## config.mk

```make
export PLATFORM = sky130hd
export DESIGN_NAME = iq_to_polar_subcarrier_framer
export DESIGN_NICKNAME = d
export VERILOG_FILES = /design/src/rtl/core/iqpf_pkg.sv /design/src/rtl/core/iqpf_cordic.sv /design/src/rtl/core/iqpf_ctrl.sv /design/src/rtl/core/iq_to_polar_subcarrier_framer.sv
export SDC_FILE = /design/constraint.sdc
export NUM_CORES = 1
export LEC_CHECK = 0
export BUFFER_PORTS_ARGS = -buffer_cell sky130_fd_sc_hd__buf_2
export CORE_MARGIN = 2
export CORE_UTILIZATION = 35
export CTS_CLUSTER_SIZE = 16
export DETAILED_ROUTE_END_ITERATION = 8
export GPL_TIMING_DRIVEN = 0
export PLACE_DENSITY = 0.53
export RECOVER_POWER = 25
export SKIP_CTS_REPAIR_TIMING = 1
export SLEW_MARGIN = 20
export SYNTH_ARGS = -nofsm -noshare
export SYNTH_HDL_FRONTEND = slang
export SYNTH_HIERARCHICAL = 1
export SYNTH_SLANG_ARGS = --single-unit
```

## constraint.sdc

```tcl
create_clock -name clk_i -period 16.8 [get_ports clk_i]
set_clock_uncertainty 0.1 [all_clocks]
set_input_delay 2.52 -clock clk_i [delete_from_list [all_inputs] [get_ports clk_i]]
set_output_delay 2.52 -clock clk_i [all_outputs]
set_load 0.01 [all_outputs]
```

## src/rtl/core/iqpf_pkg.sv

```systemverilog
// ----------------------------------------------------------------------------
// iqpf_pkg
// shared constants, types and the arctangent table of the iq-to-polar framer
// ----------------------------------------------------------------------------
`default_nettype none

package iqpf_pkg;

  // frame geometry
  localparam int unsigned SUBCARRIERS = 56;
  localparam int unsigned IDX_W       = 6;
  localparam int unsigned POS_W       = $clog2(SUBCARRIERS + 1);

  // cordic geometry
  localparam int unsigned CORDIC_STEPS = 16;
  localparam int unsigned ITER_W       = $clog2(CORDIC_STEPS);
  localparam int unsigned XY_W         = 27;
  localparam int unsigned Z_W          = 17;
  localparam int unsigned XM_W         = 26;
  localparam int unsigned GAIN_W       = 16;
  localparam int unsigned PROD_W       = XM_W + GAIN_W;

  localparam logic [GAIN_W-1:0]  CORDIC_GAIN   = 16'd39797;
  localparam logic [15:0]        MAG_MAX       = 16'd46341;
  localparam logic signed [15:0] PHASE_PI      = 16'sd25736;
  localparam logic signed [15:0] PHASE_HALF_PI = 16'sd12868;

  // commands from the controller to the datapath
  typedef struct packed {
    logic              load;
    logic              step;
    logic [ITER_W-1:0] iter;
    logic              finish;
  } iqpf_cmd_t;

  // round(atan(2^-k) * 8192)
  function automatic logic signed [Z_W-1:0] atan_tab(input logic [ITER_W-1:0] k);
    logic signed [Z_W-1:0] v;
    case (k)
      4'd0:    v = 17'sd6434;
      4'd1:    v = 17'sd3798;
      4'd2:    v = 17'sd2007;
      4'd3:    v = 17'sd1019;
      4'd4:    v = 17'sd511;
      4'd5:    v = 17'sd256;
      4'd6:    v = 17'sd128;
      4'd7:    v = 17'sd64;
      4'd8:    v = 17'sd32;
      4'd9:    v = 17'sd16;
      4'd10:   v = 17'sd8;
      4'd11:   v = 17'sd4;
      4'd12:   v = 17'sd2;
      4'd13:   v = 17'sd1;
      default: v = 17'sd0;
    endcase
    return v;
  endfunction

endpackage

`default_nettype wire

```

## src/rtl/core/iqpf_cordic.sv

```systemverilog
// ----------------------------------------------------------------------------
// iqpf_cordic
// vectoring cordic datapath: one rotation per step, then gain scaling
// ----------------------------------------------------------------------------
`default_nettype none

module iqpf_cordic
  import iqpf_pkg::*;
(
  input  wire logic               clk_i,
  input  wire iqpf_cmd_t          cmd_i,
  input  wire logic signed [7:0]  i_value_i,
  input  wire logic signed [7:0]  q_value_i,
  output logic [15:0]             magnitude_o,
  output logic signed [15:0]      phase_angle_o
);

  logic signed [XY_W-1:0] x_q, x_d, y_q, y_d;
  logic signed [Z_W-1:0]  z_q, z_d;
  logic                   sp_q, sp_d;
  logic [15:0]            sp_mag_q, sp_mag_d;
  logic signed [15:0]     sp_ph_q, sp_ph_d;
  logic [PROD_W-1:0]      prod_q;
  logic signed [15:0]     zc_q;

  logic signed [8:0]      iv, qv, ni, nq;
  logic [8:0]             abs_i, abs_q;
  logic signed [XY_W-1:0] dx, dy;
  logic [XM_W-1:0]        xm;
  logic [PROD_W-1:0]      rnd;
  logic [17:0]            mag_r;
  logic signed [15:0]     z_clamp;

  always_comb begin
    iv    = 9'(i_value_i);
    qv    = 9'(q_value_i);
    ni    = -iv;
    nq    = -qv;
    abs_i = i_value_i[7] ? ni : iv;
    abs_q = q_value_i[7] ? nq : qv;
    dx    = y_q >>> cmd_i.iter;
    dy    = x_q >>> cmd_i.iter;

    x_d      = x_q;
    y_d      = y_q;
    z_d      = z_q;
    sp_d     = sp_q;
    sp_mag_d = sp_mag_q;
    sp_ph_d  = sp_ph_q;

    if (cmd_i.load) begin
      sp_d     = (iv == 9'sd0) || (qv == 9'sd0);
      sp_mag_d = 16'd0;
      sp_ph_d  = 16'sd0;
      if (qv == 9'sd0) begin
        sp_mag_d = {abs_i[7:0], 8'd0} | {abs_i[8], 15'd0};
        sp_ph_d  = i_value_i[7] ? PHASE_PI : 16'sd0;
      end else if (iv == 9'sd0) begin
        sp_mag_d = {abs_q[7:0], 8'd0} | {abs_q[8], 15'd0};
        sp_ph_d  = q_value_i[7] ? -PHASE_HALF_PI : PHASE_HALF_PI;
      end
      // pre-rotation into the right half plane
      if (!i_value_i[7]) begin
        x_d = {{(XY_W-25){iv[8]}}, iv, 16'd0};
        y_d = {{(XY_W-25){qv[8]}}, qv, 16'd0};
        z_d = '0;
      end else if (!q_value_i[7]) begin
        x_d = {{(XY_W-25){qv[8]}}, qv, 16'd0};
        y_d = {{(XY_W-25){ni[8]}}, ni, 16'd0};
        z_d = Z_W'(PHASE_HALF_PI);
      end else begin
        x_d = {{(XY_W-25){nq[8]}}, nq, 16'd0};
        y_d = {{(XY_W-25){iv[8]}}, iv, 16'd0};
        z_d = -Z_W'(PHASE_HALF_PI);
      end
    end else if (cmd_i.step) begin
      if (!y_q[XY_W-1]) begin
        x_d = x_q + dx;
        y_d = y_q - dy;
        z_d = z_q + atan_tab(cmd_i.iter);
      end else begin
        x_d = x_q - dx;
        y_d = y_q + dy;
        z_d = z_q - atan_tab(cmd_i.iter);
      end
    end

    xm = x_q[XY_W-1] ? '0 : x_q[XM_W-1:0];

    if (z_q > Z_W'(PHASE_PI)) begin
      z_clamp = PHASE_PI;
    end else if (z_q < -Z_W'(PHASE_PI)) begin
      z_clamp = -PHASE_PI;
    end else begin
      z_clamp = z_q[15:0];
    end

    // round to q8.8 and clamp
    rnd   = prod_q + (PROD_W'(1) << 23);
    mag_r = rnd[PROD_W-1:24];
    if (sp_q) begin
      magnitude_o   = sp_mag_q;
      phase_angle_o = sp_ph_q;
    end else begin
      magnitude_o   = (mag_r > 18'(MAG_MAX)) ? MAG_MAX : mag_r[15:0];
      phase_angle_o = zc_q;
    end
  end

  always_ff @(posedge clk_i) begin
    x_q      <= x_d;
    y_q      <= y_d;
    z_q      <= z_d;
    sp_q     <= sp_d;
    sp_mag_q <= sp_mag_d;
    sp_ph_q  <= sp_ph_d;
    if (cmd_i.finish) begin
      prod_q <= PROD_W'(xm) * PROD_W'(CORDIC_GAIN);
      zc_q   <= z_clamp;
    end
  end

endmodule

`default_nettype wire

```

## src/rtl/core/iqpf_ctrl.sv

```systemverilog
// ----------------------------------------------------------------------------
// iqpf_ctrl
// sequencer: frame position, frame count, cordic steps and result register
// ----------------------------------------------------------------------------
`default_nettype none

module iqpf_ctrl
  import iqpf_pkg::*;
(
  input  wire logic              clk_i,
  input  wire logic              rst_ni,
  input  wire logic              in_valid_i,
  input  wire logic              in_last_i,
  output logic                   in_ready_o,
  output iqpf_cmd_t              cmd_o,
  input  wire logic [15:0]       mag_i,
  input  wire logic signed [15:0] phase_i,
  output logic                   out_valid_o,
  input  wire logic              out_ready_i,
  output logic [15:0]            out_mag_o,
  output logic signed [15:0]     out_phase_o,
  output logic [IDX_W-1:0]       out_idx_o,
  output logic [31:0]            out_frame_o,
  output logic                   out_pad_o,
  output logic                   out_eof_o
);

  typedef enum logic [2:0] {
    ST_IDLE,
    ST_CALC,
    ST_FINISH,
    ST_EMIT,
    ST_PAD
  } state_e;

  state_e             state_q;
  logic [ITER_W-1:0]  iter_q;
  logic [POS_W-1:0]   pos_q;
  logic [31:0]        frame_q;
  logic               last_q;

  logic               accept, slot_free, room, pos_eof, emit;
  logic [POS_W-1:0]   pos_inc;

  assign in_ready_o = (state_q == ST_IDLE);
  assign accept     = in_valid_i && in_ready_o;
  assign slot_free  = !out_valid_o || out_ready_i;
  assign room       = pos_q < POS_W'(SUBCARRIERS);
  assign pos_eof    = pos_q == POS_W'(SUBCARRIERS - 1);
  assign pos_inc    = pos_q + POS_W'(1);
  // result register takes a new item this cycle
  assign emit       = ((state_q == ST_EMIT) || (state_q == ST_PAD)) && slot_free;

  always_comb begin
    cmd_o.load   = accept;
    cmd_o.step   = (state_q == ST_CALC);
    cmd_o.iter   = iter_q;
    cmd_o.finish = (state_q == ST_FINISH);
  end

  always_ff @(posedge clk_i or negedge rst_ni) begin
    if (!rst_ni) begin
      state_q     <= ST_IDLE;
      iter_q      <= '0;
      pos_q       <= '0;
      frame_q     <= '0;
      last_q      <= 1'b0;
      out_valid_o <= 1'b0;
      out_mag_o   <= '0;
      out_phase_o <= '0;
      out_idx_o   <= '0;
      out_frame_o <= '0;
      out_pad_o   <= 1'b0;
      out_eof_o   <= 1'b0;
    end else begin
      if (emit) begin
        out_valid_o <= 1'b1;
      end else if (out_ready_i) begin
        out_valid_o <= 1'b0;
      end
      case (state_q)
        ST_IDLE: begin
          if (accept) begin
            last_q <= in_last_i;
            iter_q <= '0;
            if (room) begin
              state_q <= ST_CALC;
            end else if (in_last_i) begin
              // frame already full: close it with no further items
              pos_q   <= '0;
              frame_q <= frame_q + 32'd1;
            end
          end
        end
        ST_CALC: begin
          iter_q <= iter_q + ITER_W'(1);
          if (iter_q == ITER_W'(CORDIC_STEPS - 1)) begin
            state_q <= ST_FINISH;
          end
        end
        ST_FINISH: begin
          state_q <= ST_EMIT;
        end
        ST_EMIT: begin
          if (slot_free) begin
            out_mag_o   <= mag_i;
            out_phase_o <= phase_i;
            out_idx_o   <= pos_q[IDX_W-1:0];
            out_frame_o <= frame_q;
            out_pad_o   <= 1'b0;
            out_eof_o   <= pos_eof;
            if (!last_q) begin
              pos_q   <= pos_inc;
              state_q <= ST_IDLE;
            end else if (pos_eof) begin
              pos_q   <= '0;
              frame_q <= frame_q + 32'd1;
              state_q <= ST_IDLE;
            end else begin
              pos_q   <= pos_inc;
              state_q <= ST_PAD;
            end
          end
        end
        ST_PAD: begin
          if (slot_free) begin
            out_mag_o   <= '0;
            out_phase_o <= '0;
            out_idx_o   <= pos_q[IDX_W-1:0];
            out_frame_o <= frame_q;
            out_pad_o   <= 1'b1;
            out_eof_o   <= pos_eof;
            if (pos_eof) begin
              pos_q   <= '0;
              frame_q <= frame_q + 32'd1;
              state_q <= ST_IDLE;
            end else begin
              pos_q <= pos_inc;
            end
          end
        end
        default: begin
          state_q <= ST_IDLE;
        end
      endcase
    end
  end

endmodule

`default_nettype wire

```

## src/rtl/core/iq_to_polar_subcarrier_framer.sv

```systemverilog
// ----------------------------------------------------------------------------
// iq_to_polar_subcarrier_framer
// converts i/q subcarrier pairs to magnitude and phase and frames them
// a pair is loaded on acceptance, rotated by the 16-step cordic loop in
// ST_CALC, gain-scaled in ST_FINISH and registered in ST_EMIT; no new pair
// is taken before that; padding items follow at one a cycle unless stalled
// reset: asynchronous, clears position, frame count and the result register
// ----------------------------------------------------------------------------
`default_nettype none

module iq_to_polar_subcarrier_framer
  import iqpf_pkg::*;
(
  input  wire logic        clk_i,
  input  wire logic        rst_ni,
  // input pairs
  input  wire logic        s_axis_tvalid,
  output logic             s_axis_tready,
  input  wire logic [15:0] s_axis_tdata,  // i_value [7:0], q_value [15:8]
  input  wire logic        s_axis_tlast,  // last pair of the buffer
  // polar results
  output logic             m_axis_tvalid,
  input  wire logic        m_axis_tready,
  output logic [71:0]      m_axis_tdata,  // magnitude [15:0], phase_angle [31:16],
                                          // subcarrier_index [37:32],
                                          // frame_number [69:38], zero [71:70]
  output logic [0:0]       m_axis_tuser,  // is_padding [0]
  output logic             m_axis_tlast   // end of frame
);

  iqpf_cmd_t          cmd;
  logic [15:0]        dp_mag;
  logic signed [15:0] dp_phase;
  logic [15:0]        out_mag;
  logic signed [15:0] out_phase;
  logic [IDX_W-1:0]   out_idx;
  logic [31:0]        out_frame;
  logic               out_pad;

  // sequencer owns frame position, frame count and the result register
  iqpf_ctrl u_ctrl (
    .clk_i       (clk_i),
    .rst_ni      (rst_ni),
    .in_valid_i  (s_axis_tvalid),
    .in_last_i   (s_axis_tlast),
    .in_ready_o  (s_axis_tready),
    .cmd_o       (cmd),
    .mag_i       (dp_mag),
    .phase_i     (dp_phase),
    .out_valid_o (m_axis_tvalid),
    .out_ready_i (m_axis_tready),
    .out_mag_o   (out_mag),
    .out_phase_o (out_phase),
    .out_idx_o   (out_idx),
    .out_frame_o (out_frame),
    .out_pad_o   (out_pad),
    .out_eof_o   (m_axis_tlast)
  );

  // cordic datapath samples the pair on the load command
  iqpf_cordic u_cordic (
    .clk_i         (clk_i),
    .cmd_i         (cmd),
    .i_value_i     (s_axis_tdata[7:0]),
    .q_value_i     (s_axis_tdata[15:8]),
    .magnitude_o   (dp_mag),
    .phase_angle_o (dp_phase)
  );

  // pack the result fields, lowest field first
  assign m_axis_tdata = {2'b00, out_frame, out_idx, out_phase, out_mag};
  assign m_axis_tuser = out_pad;

endmodule

`default_nettype wire
```

==> reports/results.txt, run 1 <==
crit path time final: 8484 ps
Initial Util: 35.52%
sequential area share after synthesis: 24.92%
Reg area: 6611 µm²
drt total wl: 78.98 mm
synth-to-layout area growth: 10.13%
worst slew pin tran: 3210 ps
Required @ worst endpoint: 17030 ps
reg2reg start: u_cordic/x_q[26]
setup TNS: 0 ps
Simple-Gate Fraction of Synth Area: 14.47%
FF+latch count, synth: 240
Vert. Die Dim: 279.3 µm
hpwl dp: 63.09 mm
Min-Delay Path Class: reg2reg
Crit path arrival time: 8710 ps
H-tree levels: 1
post-synth cell types: 98
Post-Synthesis Cell Area: 26530 µm²
grt total ovfl: 0
syn avg cell area: 9.453 µm²
clock latency on the worst-skew pair: 590 ps
total track usage: 20.02%
CP startpoint: u_cordic/x_q[26]
vias in the first global route: 21470
io pins: 97
routed len/inst: 20.12 µm
largest net degree at the start of global routing: 62
deepest clock path buffer count: 3
GPL Wtd Cong: 0.9705
Gate Count Post-Synth: 2807
status: finished with violations
xor/xnor share of the synthesized area: 7.922%
multi-input logic area: 17990 µm²
first-iteration detailed-routing DRC count: 1506
Crit. End Element: flop
fmax: 117.9 MHz
Max-slew headroom: -114.0%
final setup vio count: 0
DRC: 0
Worst Hold Launch: u_ctrl/out_phase_o[12]
crit path kind: reg2reg
Post-Synth Adder-Cell Area: 23.09%
max-slew violation count: 158
TritonCTS clock tree: yes
Max-Cap Viols: 3
Main synth FF type: edfxtp_1
Core Rows: 100
routed vias: 21470
fin nets: 3348
Root Buffer: clkbuf_16
final hold viol count: 0
synth warn: 6
Clock transition at path regs: 60 ps
post-DR vias/cell: 5.470
initial antenna violation count: 1
die width: 279.3 µm
Die ar.: 78030 µm²
largest family of logic cells by synthesized area: adder cells
Filler cells: 7387
number of synthesized flops with an enable pin: 121
post-synthesis compound-gate area fraction: 12.41%
post-synthesis mux area share: 9.860%
CP max FO: 10
Final ANT Viol Nets: 0
fin crit share: 50.50%
clock sinks: 240
global-route wire length before repair: 124.5 mm
Core Area: 74700 µm²
CP Launch Type: flop
Synth async-reset ratio: 49.58%
layout cells sized above 1: 11.98%
failing checks: max-capacitance violations, max-slew violations
RSZ-0062 raised after global routing: false
I/O Buffers: 94
diodes inserted: 0
total iterations of the first detailed-routing run: 8
Num CTS Buffers: 29
[path summary, 6_finish.rpt]
check / end / slack [ps] / cells past startpoint
max: u_cordic/prod_q[40] / 8320 / 25
min: u_ctrl/out_phase_o[12] / 370 / 2
max reg2reg: u_cordic/prod_q[40] / 8320 / 25
min reg2reg: u_ctrl/out_phase_o[12] / 370 / 2
max in group asynchronous: u_ctrl/out_frame_o[13] / 9560 / 2
min in group asynchronous: u_ctrl/out_mag_o[3] / 2840 / 1
[sequential cells by signal, summed over array words and instances, names as in the netlist]
register	flops
u_cordic/sp_mag_q	8
u_ctrl/out_phase_o	16
u_ctrl/pos_q	6
u_ctrl/frame_q	32
u_cordic/prod_q	19
u_ctrl/out_frame_o	32
u_cordic/z_q	17
u_ctrl/last_q	1
u_ctrl/out_mag_o	16
u_cordic/zc_q	16
u_ctrl/state_q	3
u_cordic/x_q	27
u_ctrl/iter_q	4
u_ctrl/out_eof_o	1
u_ctrl/out_pad_o	1
u_cordic/sp_q	1
u_cordic/y_q	27
u_cordic/sp_ph_q	6
u_ctrl/out_valid_o	1
u_ctrl/out_idx_o	6
[cell type report]
type                            count  share of cell area, %
Sequential cell                   240                  22.62
Inverter                          310                  3.982
Tap cell                          969                  4.149
Timing Repair Buffer               96                  1.708
Buffer                            139                  2.637
Clock inverter                     12                 0.3682
Multi-Input combinational cell   2119                  61.55
Clock buffer                       40                  2.980
[kinds of logic (layout without fill, tap and decap cells)]
logic type               count (synthesis)  count (layout)
AO/OA/AOI/OAI                          529             529
XOR/XNOR                               240             240
adder cells (fa/ha/maj)                397             397
buffers and inverters                  449             597
flip-flops                             240             240
multiplexers                           168             168
other                                    1               2
AND/OR/NAND/NOR                        783             783
[synth_stat cells, types with 8 or more instances]
cell        n  share of area [%]
a211oi_1   15               0.42
a21o_1     34               0.96
a21oi_1   144                2.7
a31o_2     11               0.36
a31oi_1    23               0.54
and2_1     36               0.85
and3_1     28               0.66
buf_1       8               0.11
buf_2      22               0.41
buf_4      13               0.37
buf_6      15               0.64
clkbuf_1   74                1.0
dfrtp_1   119                 11
edfxtp_1  121                 14
fa_1      156                 12
ha_1      236                 11
inv_1     308                4.4
mux2_2     65                2.8
mux2i_1    39                1.5
mux4_1     21                2.1
mux4_2     38                3.2
nand2_1   245                3.5
nand2b_1   22               0.52
nand3_1    50               0.94
nand4_1    33               0.78
nor2_1    188                2.7
nor2b_1    47                1.1
nor3_1     47               0.89
nor3b_1     9               0.25
nor4_1     13               0.31
o211ai_1   18               0.51
o21a_1     15               0.42
o21ai_0   163                3.1
o21bai_1    9               0.25
o22ai_1    11               0.26
o31ai_1    15               0.42
or2_2      16               0.38
or3_1      10               0.24
xnor2_1   172                5.7
xor2_1     68                2.2
[placed cells by master, fill, tap and decap left out, types with 34 or more instances in the layout]
master    count
mux2i_1      39
nor2_1      188
mux4_2       38
mux2_2       65
a21o_1       34
buf_2       114
nand3_1      50
nor3_1       47
ha_1        236
clkbuf_1     82
nand2_1     245
xnor2_1     172
edfxtp_1    121
o21ai_0     163
dfrtp_1     119
nor2b_1      47
a21oi_1     144
xor2_1       68
inv_1       308
fa_1        156
[worst max-delay path, cell delays in order (launching register included)]
cell	delay, ps
edfxtp_1	630
clkbuf_8	280
buf_6	170
clkbuf_1	320
clkbuf_1	450
nor2_1	190
xnor2_1	180
fa_1	530
inv_1	60
fa_1	520
fa_1	450
fa_1	550
inv_1	60
fa_1	520
inv_1	40
ha_1	260
nand4_1	120
or3b_2	500
a21oi_1	560
o21ai_0	380
a31oi_1	470
a21oi_1	170
a31oi_1	350
o21a_1	180
nor2_1	50
xnor2_1	110
[layer usage]
layer / vias to the layer above / track usage (%) / wire length, µm
met1: 10590 / 28.21 / 36010
met2: 723 / 32.57 / 36270
met4: 2 / 5.611 / 2127
met3: 125 / 2.160 / 4556
li1: 10030 / - / -
met5: - / 0 / 14
[per-stage QoR]
| step | setup slack, ps | utilization, % | std cells | hold slack (ps) | instance area [µm²] |
|---|---|---|---|---|---|
| after floorplan | 9867 | - | 2808 | 341.7 | 26540 |
| after detailed placement | 8372 | 37.87 | 3873 | 367.0 | 28290 |
| after CTS | 8312 | 39.18 | 3925 | 381.2 | 29260 |
| final | 8316 | 39.12 | 3925 | 374.6 | 29220 |
| after global routing | 7865 | 39.12 | 3925 | 397.9 | 29220 |
| after global placement | 8405 | 37.78 | 3871 | 359.3 | 28220 |
Power of run 1 is left out: the tool's default activity adds up to more than one toggle a clock period on the data nets, which glitch-free logic cannot reach.
==> inputs of run 2 (changes only) <==
--- a/config.mk
+++ b/config.mk
@@ -5,13 +5,14 @@
 export SDC_FILE = /design/constraint.sdc
 export NUM_CORES = 1
 export LEC_CHECK = 0
+export ABC_AREA = 1
 export BUFFER_PORTS_ARGS = -buffer_cell sky130_fd_sc_hd__buf_2
 export CORE_MARGIN = 2
 export CORE_UTILIZATION = 35
 export CTS_CLUSTER_SIZE = 16
 export DETAILED_ROUTE_END_ITERATION = 8
 export GPL_TIMING_DRIVEN = 0
-export PLACE_DENSITY = 0.53
+export PLACE_DENSITY = 0.55
 export RECOVER_POWER = 25
 export SKIP_CTS_REPAIR_TIMING = 1
 export SLEW_MARGIN = 20
==> constraint.sdc (replaced) <==
create_clock -name clk_i -period 7.5 [get_ports clk_i]
set_clock_uncertainty 0.1 [all_clocks]
set_input_delay 1.125 -clock clk_i [delete_from_list [all_inputs] [get_ports clk_i]]
set_output_delay 1.125 -clock clk_i [all_outputs]
set_load 0.01 [all_outputs]
==> run 2 against run 1 <==
Net effect:
- the run still ends with max-capacitance violations, max-slew violations left
- global-route usage rose by 1.3 points
- sequential cell count unchanged
- synthesized area is 6.0% higher
- die area up 6.0%
- utilization about the same
- fmax grew 17%
- sequential share of layout area decreased by 1.3 points
- register-to-register slack worse by 8100 ps
- critical endpoint is now u_cordic/prod_q[39]
- highest routed layer unchanged
==> reports/results.txt, run 2 <==
Final Util: 39.16% (was 39.12%)
setup ws final: 234.7 ps (was 8316 ps)
Num CTS Buffers: 30 (was 29)
top cells by area, synth: nand2_1 15%, edfxtp_1 13%, fa_1 11% (was edfxtp_1 14%, fa_1 12%, dfrtp_1 11%)
routed len/inst: 17.32 µm (was 20.12 µm)
FF+latch count, synth: 240 (unchanged)
Gate Count Post-Synth: 3964 (was 2807)
die width: 287.5 µm (was 279.3 µm)
synth warn: 6 (unchanged)
DRC: 0 (unchanged)
largest registers: u_ctrl/frame_q (32), u_ctrl/out_frame_o (32) (unchanged)
global-route wire length before repair: 139.4 mm (was 124.5 mm)
drt total wl: 89.57 mm (was 78.98 mm)
Root Buffer: clkbuf_16 (unchanged)
Clock transition at path regs: 60 ps (about the same)
grt total ovfl: 0 (unchanged)
Crit path arrival time: 7500 ps (was 8710 ps)
hpwl dp: 74.10 mm (was 63.09 mm)
max-slew violation count: 122 (was 158)
first-iteration detailed-routing DRC count: 2237 (was 1506)
post-synth cell types: 59 (was 98)
io pins: 97 (unchanged)
Main synth FF type: edfxtp_1 (unchanged)
most common cell after layout, fill and taps aside: nand2_1 (was inv_1)
final setup vio count: 0 (unchanged)
slowest cell on the critical path: fa_1 (was edfxtp_1)
Most common cell on crit path: fa_1 (unchanged)
routed vias: 26220 (was 21470)
final hold viol count: 0 (unchanged)
number of synthesized flops with an enable pin: 121 (unchanged)
deepest clock path buffer count: 3 (unchanged)
initial antenna violation count: 2 (was 1)
H-tree levels: 1 (unchanged)
crit path time final: 7265 ps (was 8484 ps)
total iterations of the first detailed-routing run: 6 (was 8)
top-area cell type share of the netlist area: 14.58% (was 13.69%)
largest net degree at the start of global routing: 71 (was 62)
fin crit share: 96.87% (was 50.50%)
largest stage delay on the critical path: 540 ps (was 630 ps)
most instantiated cells after synthesis: 1093 x nand2_1, 566 x inv_1, 373 x nor2_1, 329 x nand3_1, 236 x ha_1 (was 308 x inv_1, 245 x nand2_1, 236 x ha_1, 188 x nor2_1, 172 x xnor2_1)
Post-Synthesis Cell Area: 28140 µm² (was 26530 µm²)
status: finished with violations (unchanged)
Core Rows: 103 (was 100)
Crit. End Element: flop (unchanged)
vias in the first global route: 24840 (was 21470)
Max-slew headroom: -152.7% (was -114.0%)
Synth async-reset ratio: 49.58% (unchanged)
syn avg cell area: 7.099 µm² (was 9.453 µm²)
RSZ-0062 raised after global routing: false (unchanged)
layout cells sized above 1: 8.109% (was 11.98%)
fin nets: 4510 (was 3348)
critical-path cell list: buf_4 > clkbuf_1 > nor2_2 > inv_1 > nor2_1 > nor2_1 > xor2_1 > fa_1 > inv_1 > fa_1 > fa_1 > fa_1 > fa_1 > ha_1 > nand2_1 > nor4_1 > nand3_1 > nand3_1 > a21oi_1 > or2_2 > nand3_1 > nand2_1
Placement Setup Slack: -245.7 ps (was 8372 ps)
Final ANT Viol Nets: 0 (unchanged)
Vert. Die Dim: 287.5 µm (was 279.3 µm)
I/O Buffers: 94 (unchanged)
most frequent cells in the layout: 1094 x nand2_1, 566 x inv_1, 367 x nor2_1 (was 308 x inv_1, 245 x nand2_1, 236 x ha_1)
Core Area: 79260 µm² (was 74700 µm²)
sequential area share after synthesis: 23.49% (was 24.92%)
total track usage: 21.28% (was 20.02%)
fmax: 137.6 MHz (was 117.9 MHz)
clock latency on the worst-skew pair: 610 ps (was 590 ps)
Initial Util: 35.50% (was 35.52%)
TritonCTS clock tree: yes (unchanged)
R2R setup slack: 230 ps (was 8320 ps)
crit path kind: reg2reg (unchanged)
most numerous cell in the Yosys netlist: nand2_1 (was inv_1)
Die ar.: 82680 µm² (was 78030 µm²)
post-DR vias/cell: 5.072 (was 5.470)
post-synth top area cell: nand2_1 (was edfxtp_1)
Max-Cap Viols: 2 (was 3)
GPL Wtd Cong: 0.9512 (was 0.9705)
CP Launch Type: flop (unchanged)
worst slew pin tran: 3791 ps (was 3210 ps)
Required @ worst endpoint: 7730 ps (was 17030 ps)
Min-Delay Path Class: reg2reg (unchanged)
synth-to-layout area growth: 10.30% (was 10.13%)
clock sinks: 240 (unchanged)
failing checks: max-capacitance violations, max-slew violations (unchanged)
Filler cells: 8464 (was 7387)
CP max FO: 10 (unchanged)
[run 2: layout make-up]
class	instances	area (µm²)	area share, %
diodes	1	2.502	0.008063
plain buffers	104	678.2	2.185
clock buffers	43	903.4	2.911
clock inverters	11	97.59	0.3144
inverters	577	2175	7.006
multi-input cells	3044	18710	60.27
flip-flops and latches	240	6611	21.30
well taps	1050	1314	4.233
repair buffers	100	550.5	1.774
[run 2: final timing paths]
kind                                        startpoint                      to  cells past startpoint
worst max-delay path                  u_cordic/x_q[26]     u_cordic/prod_q[39]                     22
worst min-delay path            u_ctrl/out_frame_o[10]  u_ctrl/out_frame_o[10]                      2
worst max register to register        u_cordic/x_q[26]     u_cordic/prod_q[39]                     22
worst min register to register  u_ctrl/out_frame_o[10]  u_ctrl/out_frame_o[10]                      2
max in group asynchronous                       rst_ni        u_ctrl/iter_q[3]                      2
min in group asynchronous                       rst_ni  u_ctrl/out_phase_o[13]                      1
[run 2: worst max-delay path, delay by kind of cell, from the launching register on]
kind,cells,cell delay [ps]
AO/OA/AOI/OAI,1,160
XOR/XNOR,1,200
adder cells (fa/ha/maj),6,2900
buffers and inverters,4,780
flip-flops,1,360
AND/OR/NAND/NOR,10,2510
[run 2: layer usage]
layer	wire length (µm)	global-route usage (%)
met1	41640	30.13
met2	39920	34.36
met3	5107	2.052
met4	2867	6.081
met5	26	0
[run 2: logic make-up (layout without fill, tap and decap cells)]
family | Yosys count | count (layout) | synth area share [%]
and+or+nand+nor | 1965 | 1965 | 29.62
buffers and inverters | 681 | 835 | 10.12
DFF | 240 | 240 | 23.49
adders and majority gates | 392 | 392 | 21.59
xor gates and xnor gates | 145 | 145 | 4.540
other | 1 | 3 | 0.01333
AOI/OAI and AO/OA | 540 | 540 | 10.62
[run 2: metrics by stage]
step	area, µm²	TNS (ps)	std cells	hold WS [ps]
detailed placement	30030	-1046	5112	357.2
floorplan	28140	0	3965	370.7
global placement	29930	-957.1	5109	353.2
global route	31030	0	5169	397.3
finish	31040	0	5170	364.4
CTS	31030	-1290	5166	348.7
Power of run 2 is left out for the same reason.
==> inputs of run 3 (changes only) <==
--- a/config.mk
+++ b/config.mk
@@ -5,7 +5,6 @@
 export SDC_FILE = /design/constraint.sdc
 export NUM_CORES = 1
 export LEC_CHECK = 0
-export ABC_AREA = 1
 export BUFFER_PORTS_ARGS = -buffer_cell sky130_fd_sc_hd__buf_2
 export CORE_MARGIN = 2
 export CORE_UTILIZATION = 35
==> run 3 against run 2 <==
Net effect:
- the run still ends with max-capacitance violations, max-slew violations left
- critical endpoint is now u_cordic/y_q[24]
- count of clock-buffer cells in the layout rose by 1
- final cell count shrank 24%
- highest routed layer unchanged
- die area down 5.6%
- critical path type unchanged
==> reports/results.txt, run 3 (synthesis gave the netlist of run 1 again) <==
status: finished with violations (unchanged)
failing checks: max-capacitance violations, max-slew violations (unchanged)
Core Area: 74700 µm² (was 79260 µm²)
Core Rows: 100 (was 103)
die width: 279.3 µm (was 287.5 µm)
Final Cell Area: 29400 µm² (was 31040 µm²)
global-route wire length before repair: 119.2 mm (was 139.4 mm)
worst slew pin tran: 3130 ps (was 3791 ps)
deepest clock path buffer count: 3 (unchanged)
fmax: 138.0 MHz (was 137.6 MHz)
I/O Buffers: 94 (unchanged)
Num CTS Buffers: 28 (was 30)
Placed Cells: 3874 (was 5112)
vias in the first global route: 20540 (was 24840)
first-iteration detailed-routing DRC count: 1482 (was 2237)
H-tree levels: 1 (unchanged)
largest net degree at the start of global routing: 62 (was 71)
largest stage delay on the critical path: 700 ps (was 540 ps)
largest registers: u_ctrl/frame_q (32), u_ctrl/out_frame_o (32) (unchanged)
Crit. End Element: flop (unchanged)
Initial Util: 35.52% (was 35.50%)
Root Buffer: clkbuf_16 (unchanged)
most common cell after layout, fill and taps aside: inv_1 (was nand2_1)
total track usage: 19.17% (was 21.28%)
final hold viol count: 0 (unchanged)
GPL Wtd Cong: 0.9435 (was 0.9512)
critical-path cell list: buf_6 > buf_12 > buf_12 > clkbuf_8 > buf_2 > buf_4 > mux4_2 > nand2_1 > a21oi_1 > a21oi_1 > ha_1 > nand2_1 > o21ai_0 > fa_1 > a21o_1 > a21oi_1 > o21ai_0 > a2111oi_2 > o21ai_0 > a41oi_1 > nand2b_1 > a21oi_1 > xor2_1 > o21ai_0 (was buf_4 > clkbuf_1 > nor2_2 > inv_1 > nor2_1 > nor2_1 > xor2_1 > fa_1 > inv_1 > fa_1 > fa_1 > fa_1 > fa_1 > ha_1 > nand2_1 > nor4_1 > nand3_1 > nand3_1 > a21oi_1 > or2_2 > nand3_1 > nand2_1)
TritonCTS clock tree: yes (unchanged)
routed vias: 21110 (was 26220)
delay-heaviest family, CP: compound AO/OA/AOI/OAI gates (was adder cells)
hpwl dp: 59.88 mm (was 74.10 mm)
drt total wl: 75.63 mm (was 89.57 mm)
CP Launch Type: flop (unchanged)
grt total ovfl: 0 (unchanged)
post-DR vias/cell: 5.373 (was 5.072)
Max-Cap Viols: 3 (was 2)
clock sinks: 240 (unchanged)
DR WL met2: 33.36 mm (was 39.92 mm)
layout cells sized above 1: 13.25% (was 8.109%)
synth-to-layout area growth: 10.79% (was 10.30%)
DR WL met3: 4.585 mm (was 5.107 mm)
fin nets: 3350 (was 4510)
Filler cells: 7518 (was 8464)
Vert. Die Dim: 279.3 µm (was 287.5 µm)
R2R setup slack: 250 ps (was 230 ps)
Min-Delay Path Class: reg2reg (unchanged)
Max-slew headroom: -108.6% (was -152.7%)
Die ar.: 78030 µm² (was 82680 µm²)
final cell count without fillers: 3929 (was 5170)
setup TNS: 0 ps (unchanged)
initial antenna violation count: 3 (was 2)
slowest cell on the critical path: dfrtp_1 (was fa_1)
DRC: 0 (unchanged)
most frequent cells in the layout: 307 x inv_1, 243 x nand2_1, 236 x ha_1 (was 1094 x nand2_1, 566 x inv_1, 367 x nor2_1)
Area after DPL: 28300 µm² (was 30030 µm²)
max layer used: met5 (unchanged)
CP max FO: 10 (unchanged)
clock latency on the worst-skew pair: 590 ps (was 610 ps)
Clock transition at path regs: 60 ps (about the same)
final setup vio count: 0 (unchanged)
max-slew violation count: 155 (was 122)
Required @ worst endpoint: 7690 ps (was 7730 ps)
routed length on met1: 35.79 mm (was 41.64 mm)
fin crit share: 96.63% (was 96.87%)
Buf/Inv on CP: 6 (was 4)
routed len/inst: 19.25 µm (was 17.32 µm)
total iterations of the first detailed-routing run: 5 (was 6)
Final ANT Viol Nets: 0 (unchanged)
crit path time final: 7247 ps (was 7265 ps)
Crit path arrival time: 7440 ps (was 7500 ps)
io pins: 97 (unchanged)
crit path kind: reg2reg (unchanged)
run 3: changes by cell type in the layout (fill, tap and decap cells not counted), moves of 32 or more:
cell and delta:
mux2i_1 +39, inv_1 -259, o21ai_1 -37, and2_1 +32, mux4_2 +38, nand3_1 -279, xnor2_1 +135, xor2_1 -39
clkbuf_1 +35, nand2_1 -851, nor2_1 -186, mux2_2 +65, a21oi_1 -63, nor2b_1 +41
run 3: final cells by class:
cell class / count / area [µm²] / share of cell area [%]
clock buffers: 44 / 862.1 / 2.933
diodes: 2 / 5.005 / 0.01702
multi-input cells: 2119 / 18120 / 61.65
well taps: 969 / 1212 / 4.124
plain buffers: 139 / 792.0 / 2.694
inverters: 310 / 1167 / 3.971
flip-flops and latches: 240 / 6611 / 22.49
clock inverters: 7 / 113.9 / 0.3873
repair buffers: 99 / 510.5 / 1.737
run 3: per-layer routing:
layer | track usage, % | up-vias
li1 | - | 10040
met1 | 27.70 | 10230
met2 | 30.34 | 707
met3 | 2.477 | 134
met4 | 4.659 | 2
met5 | 0 | -
run 3: stage by stage:
| stage | hold WS [ps] | util [%] | setup WS, ps |
|---|---|---|---|
| after floorplan | 341.7 | - | 566.9 |
| after global placement | 356.3 | 37.78 | -971.7 |
| after detailed placement | 365.2 | 37.88 | -939.1 |
| after CTS | 372.9 | 39.19 | -998.6 |
| after global routing | 389.0 | 39.35 | -48.64 |
| final | 367.8 | 39.36 | 252.6 |
run 3: final timing paths:
kind / startpoint / to / cells past startpoint
max: u_ctrl/iter_q[1] / u_cordic/y_q[24] / 24
min: u_ctrl/frame_q[31] / u_ctrl/frame_q[31] / 1
max reg2reg: u_ctrl/iter_q[1] / u_cordic/y_q[24] / 24
min reg2reg: u_ctrl/frame_q[31] / u_ctrl/frame_q[31] / 1
max in group asynchronous: rst_ni / u_ctrl/frame_q[18] / 2
min in group asynchronous: rst_ni / u_ctrl/out_phase_o[7] / 1
Power of run 3 is left out for the same reason.
